$ cat src/rtl/nlt_pkg.sv
package nlt_pkg;

  localparam int PIX_W   = 8;
  localparam int COORD_W = 9;
  localparam int CFG_W   = 10;
  localparam int K_W     = 10;
  localparam int CFG_IDX_W = 2;

  localparam logic MODE_LOAD  = 1'b0;
  localparam logic MODE_QUERY = 1'b1;

  localparam logic [CFG_IDX_W-1:0] REG_IMAGE_WIDTH  = 2'd0;
  localparam logic [CFG_IDX_W-1:0] REG_IMAGE_HEIGHT = 2'd1;
  localparam logic [CFG_IDX_W-1:0] REG_HALF_WINDOW  = 2'd2;
  localparam logic [CFG_IDX_W-1:0] REG_K_SCALED     = 2'd3;

  localparam logic [PIX_W-1:0] BIN_DARK  = 8'd0;
  localparam logic [PIX_W-1:0] BIN_LIGHT = 8'd255;

  typedef struct packed {
    logic rd;
    logic wr;
  } nlt_mem_ctrl_t;

endpackage

$ cat src/rtl/nlt_math.sv
module nlt_math #(
  parameter int AW    = 20,
  parameter int SUM_W = 26,
  parameter int SQ_W  = 34
) (
  input  logic                      clk,
  input  logic                      rst_n,
  input  logic                      start,
  input  logic [AW-1:0]             area,
  input  logic [SUM_W-1:0]          win_sum,
  input  logic [SQ_W-1:0]           win_sq,
  input  logic [nlt_pkg::PIX_W-1:0] pix,
  input  logic signed [nlt_pkg::K_W-1:0] k,
  output logic                      done,
  output logic                      light
);
  import nlt_pkg::*;

  localparam int QL    = (SQ_W + 1) / 2;
  localparam int QHW   = SQ_W - QL;
  localparam int AQ_W  = AW + SQ_W;
  localparam int SS_W  = 2 * SUM_W;
  localparam int VW    = (AQ_W > SS_W) ? AQ_W : SS_W;
  localparam int VE    = VW + (VW % 2);
  localparam int RTW   = VE / 2;
  localparam int RMW   = RTW + 4;
  localparam int LHW   = AW + PIX_W;
  localparam int KRW   = RTW + K_W + 1;
  localparam int M1    = (KRW > SUM_W + 8) ? KRW : SUM_W + 8;
  localparam int CPW   = ((M1 > LHW + 8) ? M1 : LHW + 8) + 2;
  localparam int CNTW  = $clog2(RTW + 1);

  typedef enum logic [2:0] {
    M_IDLE, M_AQL, M_AQH, M_SUM, M_DIFF, M_ROOT, M_KMUL, M_CMP
  } mstate_t;

  mstate_t state_r;

  logic [AW-1:0]        a_r;
  logic [SUM_W-1:0]     s_r;
  logic [SQ_W-1:0]      q_r;
  logic [PIX_W-1:0]     pix_r;
  logic signed [K_W-1:0] k_r;
  logic [AW+QL-1:0]     p_lo_r;
  logic [AW+QHW-1:0]    p_hi_r;
  logic [SS_W-1:0]      ss_r;
  logic [AQ_W-1:0]      aq_r;
  logic [LHW-1:0]       lhs_r;
  logic [VE-1:0]        vsh_r;
  logic [RMW-1:0]       rem_r;
  logic [RTW-1:0]       root_r;
  logic [CNTW-1:0]      cnt_r;
  logic signed [KRW-1:0] kr_r;
  logic                 done_r;
  logic                 light_r;

  logic [RMW-1:0] rem_t;
  logic [RMW-1:0] trial;
  logic [VW-1:0]  aq_ext;
  logic [VW-1:0]  ss_ext;
  logic signed [CPW-1:0] lhs_s;
  logic signed [CPW-1:0] rhs_s;

  always_comb begin
    rem_t  = {rem_r[RMW-3:0], vsh_r[VE-1 -: 2]};
    trial  = RMW'({root_r, 2'b01});
    aq_ext = VW'(aq_r);
    ss_ext = VW'(ss_r);
    lhs_s  = $signed(CPW'({lhs_r, 8'b0}));
    rhs_s  = $signed(CPW'({s_r, 8'b0}))
           + $signed({{(CPW-KRW){kr_r[KRW-1]}}, kr_r});
  end

  always_ff @(posedge clk) begin
    if (!rst_n) begin
      state_r <= M_IDLE;
      done_r  <= 1'b0;
      light_r <= 1'b0;
    end else begin
      done_r <= 1'b0;
      unique case (state_r)
        M_IDLE: begin
          if (start) begin
            a_r     <= area;
            s_r     <= win_sum;
            q_r     <= win_sq;
            pix_r   <= pix;
            k_r     <= k;
            state_r <= M_AQL;
          end
        end
        M_AQL: begin
          p_lo_r  <= a_r * q_r[QL-1:0];
          lhs_r   <= a_r * pix_r;
          state_r <= M_AQH;
        end
        M_AQH: begin
          p_hi_r  <= a_r * q_r[SQ_W-1:QL];
          ss_r    <= s_r * s_r;
          state_r <= M_SUM;
        end
        M_SUM: begin
          aq_r    <= AQ_W'(p_lo_r) + (AQ_W'(p_hi_r) << QL);
          state_r <= M_DIFF;
        end
        M_DIFF: begin
          // floor the variance term at zero
          vsh_r   <= (aq_ext > ss_ext) ? VE'(aq_ext - ss_ext) : '0;
          rem_r   <= '0;
          root_r  <= '0;
          cnt_r   <= '0;
          state_r <= M_ROOT;
        end
        M_ROOT: begin
          if (rem_t >= trial) begin
            rem_r  <= rem_t - trial;
            root_r <= {root_r[RTW-2:0], 1'b1};
          end else begin
            rem_r  <= rem_t;
            root_r <= {root_r[RTW-2:0], 1'b0};
          end
          vsh_r <= vsh_r << 2;
          cnt_r <= cnt_r + CNTW'(1);
          if (cnt_r == CNTW'(RTW - 1)) state_r <= M_KMUL;
        end
        M_KMUL: begin
          kr_r    <= k_r * $signed({1'b0, root_r});
          state_r <= M_CMP;
        end
        M_CMP: begin
          light_r <= !(lhs_s < rhs_s);
          done_r  <= 1'b1;
          state_r <= M_IDLE;
        end
        default: state_r <= M_IDLE;
      endcase
    end
  end

  assign done  = done_r;
  assign light = light_r;

endmodule
$ cat config.mk
export PLATFORM = sky130hd
export DESIGN_NAME = nlt_math
export DESIGN_NICKNAME = d
export VERILOG_FILES = /design/src/rtl/nlt_pkg.sv /design/src/rtl/nlt_math.sv
export SDC_FILE = /design/constraint.sdc
export NUM_CORES = 2
export LEC_CHECK = 0
export ABC_AREA = 1
export BUFFER_PORTS_ARGS = -buffer_cell sky130_fd_sc_hd__buf_2
export CORE_MARGIN = 1.5
export CORE_UTILIZATION = 55
export CTS_CLUSTER_SIZE = 14
export DETAILED_ROUTE_END_ITERATION = 10
export GPL_TIMING_DRIVEN = 0
export MAX_ROUTING_LAYER = met4
export PLACE_DENSITY_LB_ADDON = 0.2
export SLEW_MARGIN = 25
export SYNTH_ARGS = -nofsm -noshare
export SYNTH_HDL_FRONTEND = slang
export SYNTH_SLANG_ARGS = --single-unit
$ cat constraint.sdc
create_clock -name clk -period 22.9 [get_ports clk]
set_input_delay 2.29 -clock clk [delete_from_list [all_inputs] [get_ports clk]]
set_output_delay 2.29 -clock clk [all_outputs]
set_load 0.005 [all_outputs]
==> results.py <==
metrics = {
    "clock_tree": {
        "cts.repair.resized": 0,
        "cts_root_buf": "clkbuf_16",
        "cts_tree": "done",
        "ctsHoldBuffers": 0,
        "htreeDepth": 2,
        "cts.sinks": 463,
        "clkLatencyLatePin_ns": 0.68,
        "cts.reportedPaths.clkPinSlew_ns": 0.06,
        "clock_path_buffers": 3,
        "numCtsBuffers": 56,
        "post_cts_buffers": 0,
    },
    "synth": {
        "ys.warnings.count": 0,
        "avgSynthCellArea_um2": 8.463,
        "ys_ff_latch": 463,
        "synth_cells": 9434,
        "yosysSeqAreaShare_pct": 17.35,
        "synthTopCellsByArea": "fa_1 (34%), edfxtp_1 (17%), inv_1 (12%)",
        "synth_common_cells": "inv_1 (2491), nand2_1 (2161), fa_1 (1360)",
        "synth_top_flop_cell": "edfxtp_1",
        "synth_top_cell_by_area": "fa_1",
        "yosysMostFrequentCell": "inv_1",
        "async_flop_share_pct": 0,
        "synth_top_area_share_pct": 34.10,
        "synth_area_um2": 79840,
        "synth_cell_types": 64,
        "synth_edf_count": 458,
        "synth_nets": 11620,
    },
    "layout": {
        "fill_cells": 13230,
        "multiInputGateArea_um2": 55320,
        "drive_gt1_share_pct": 3.489,
        "syn2layout_area_growth_pct": 6.561,
        "seq_area_um2": 13850,
        "nNetsFinal": 11830,
    },
    "drt": {
        "wl_met2_um": 117000,
        "wl_met1_um": 104700,
        "drc_errors": 0,
        "vias_per_cell": 5.414,
        "wl_met3_um": 19420,
        "highest_layer": "met4",
        "drt_iter0_drc": 5175,
        "wl_per_cell_um": 22.04,
        "antenna_left": 0,
        "drt-total-wl_um": 255600,
        "drtPass1Iterations": 6,
        "num_vias": 62770,
    },
    "die": {
        "pin_count": 103,
        "placementRows": 139,
        "core_area_um2": 143800,
        "dieArea_um2": 147500,
        "die_y_um": 384.0,
        "die_w_um": 384.0,
        "initial_core_util_pct": 55.51,
    },
    "worst_hold_path": {
        "min_from": "p_lo_r[0]$_DFFE_PP_",
        "hp-class": "flop to flop",
        "hold_path_end": "aq_ext[0]$_DFFE_PP_",
        "whs_path_depth": 0,
    },
    "sta": {
        "hold_viol_final": 0,
        "skew_ns": 0.02850,
        "slew_violations": 0,
        "rsz0062_at_grt": "false",
        "max_freq_mhz": 115.2,
        "finalSetupViolCount": 0,
        "timing.final.crit_share_pct": 37.92,
        "tightest_slew_ns": 1.170,
        "post-route-min-period_ns": 8.684,
        "slew_headroom_pct": 21.97,
        "fin_setup_tns_ns": 0,
    },
    "global_routing": {
        "grt_max_degree": 28,
        "antenna_found_initial": 3,
        "grt_pass1_wl_um": 390800,
        "grt_usage_pct": 36.57,
        "grt_pass1_vias": 65710,
        "grt-ovfl-total": 0,
    },
    "placement": {
        "hpwl_um": 216700,
        "port_buffers": 102,
        "gp_congestion": 1.021,
    },
    "outcome": {
        "outcome": "finished clean",
    },
    "setup_path": {
        "slowest_stage": "clkbuf_1",
        "reg2reg_depth": 26,
        "r2r-start": "s_r[14]$_DFFE_PP_",
        "cp_data_arrival_time_ns": 9.09,
        "path_max_fanout": 10,
        "critPathCaptureType": "flop",
        "required_ns": 23.31,
        "critical_path_class": "flop to flop",
        "slowest_delay_ns": 0.85,
        "cp.depth": 26,
        "startpoint_type": "flop",
        "critical_path.top_delay_family": "adder cells",
        "reg2reg_slack_ns": 14.22,
        "critPathBufInv": 9,
        "rr_endpoint": "ss_r[44]$_DFFE_PP_",
    },
    "job": {
        "max_cap_viol_count": 0,
    },
}
==> cell usage in the layout, fill, tap and decap left out, drive strengths merged, types with 5 or more instances in the layout <==
cell / count
o211ai: 19
nand3b: 14
a211oi: 8
xnor2: 133
a221oi: 6
a21o: 42
o21bai: 40
inv: 2499
o21ai: 289
nor2: 412
a21oi: 413
buf: 165
nand3: 137
a21boi: 18
edfxtp: 458
nand4: 35
clkinv: 21
nand2: 2169
nor3: 55
dfxtp: 5
fa: 1360
a31oi: 28
clkbuf: 389
o21a: 10
xor2: 175
ha: 723
and3: 5
nor4: 24
clkinvlp: 10
==> worst max-delay path by stage <==
stage | from | endpoint | slack [ns]
CTS | s_r[18]$_DFFE_PP_ | ss_r[44]$_DFFE_PP_ | 14.35
global route | s_r[14]$_DFFE_PP_ | ss_r[44]$_DFFE_PP_ | 13.90
floorplan | rst_n | cnt_r[0]$_SDFFCE_PN0P_ | 12.05
detailed placement | s_r[18]$_DFFE_PP_ | ss_r[44]$_DFFE_PP_ | 14.41
global placement | rst_n | q_r[6]$_DFFE_PP_ | 7.21
finish | s_r[14]$_DFFE_PP_ | ss_r[44]$_DFFE_PP_ | 14.22
==> sequential cells by signal (all words and copies together) (netlist names), 28 cells and up <==
name,count
p_lo_r,37
rem_r,29
lhs_r,28
aq_ext,54
q_r,34
vsh_r,54
kr_r,38
ss_r,51
p_hi_r,37
==> cells by family after synthesis <==
kind of cell	after synthesis	synth area share, %
AND/OR/NAND/NOR	2859	14.19
buffers and inverters	2835	13.43
adder cells (fa/ha/maj)	2083	45.43
AO/OA/AOI/OAI	886	6.221
flip-flops	463	17.35
XOR/XNOR	308	3.379
==> per-layer routing <==
layer | vias up | global-route usage, %
li1 | 28650 | -
met1 | 31040 | 47.44
met2 | 2542 | 57.23
met3 | 533 | 4.973
met4 | 0 | 16.69
met5 | - | -
==> worst reg2reg max path: cells and delay by family (launching register included) <==
family / cells / cell delay, ns
buffers and inverters: 9 / 2.01
AND/OR/NAND/NOR: 7 / 1.27
adder cells (fa/ha/maj): 8 / 4.11
XOR/XNOR: 1 / 0.16
AO/OA/AOI/OAI: 1 / 0.13
flip-flops: 1 / 0.73
==> final cells by class <==
type | instances | share of cell area, %
Antenna cell | 4 | 0.01176
Inverter | 2493 | 11.00
Buffer | 342 | 1.629
Sequential cell | 463 | 16.28
Multi-Input combinational cell | 6136 | 65.02
Tap cell | 1903 | 2.798
Clock inverter | 41 | 0.4353
Clock buffer | 61 | 1.694
Timing Repair Buffer | 151 | 1.131
==> through the flow <==
| stage | util (%) | std cells | hold WS [ns] | cell area, um2 | setup WS, ns |
|---|---|---|---|---|---|
| finish | 59.16 | 11590 | 0.4202 | 85080 | 14.22 |
| floorplan | - | 9434 | 0.4003 | 79840 | 12.05 |
| CTS | 59.14 | 11590 | 0.4227 | 85060 | 14.35 |
| detailed placement | 57.88 | 11490 | 0.4147 | 83250 | 14.41 |
| global placement | 57.52 | 11440 | 0.4065 | 82740 | 7.212 |
| global route | 59.15 | 11590 | 0.4327 | 85080 | 13.90 |
Power is left out: the tool's default activity adds up to more than one toggle a clock period on the data nets, which glitch-free logic cannot reach.
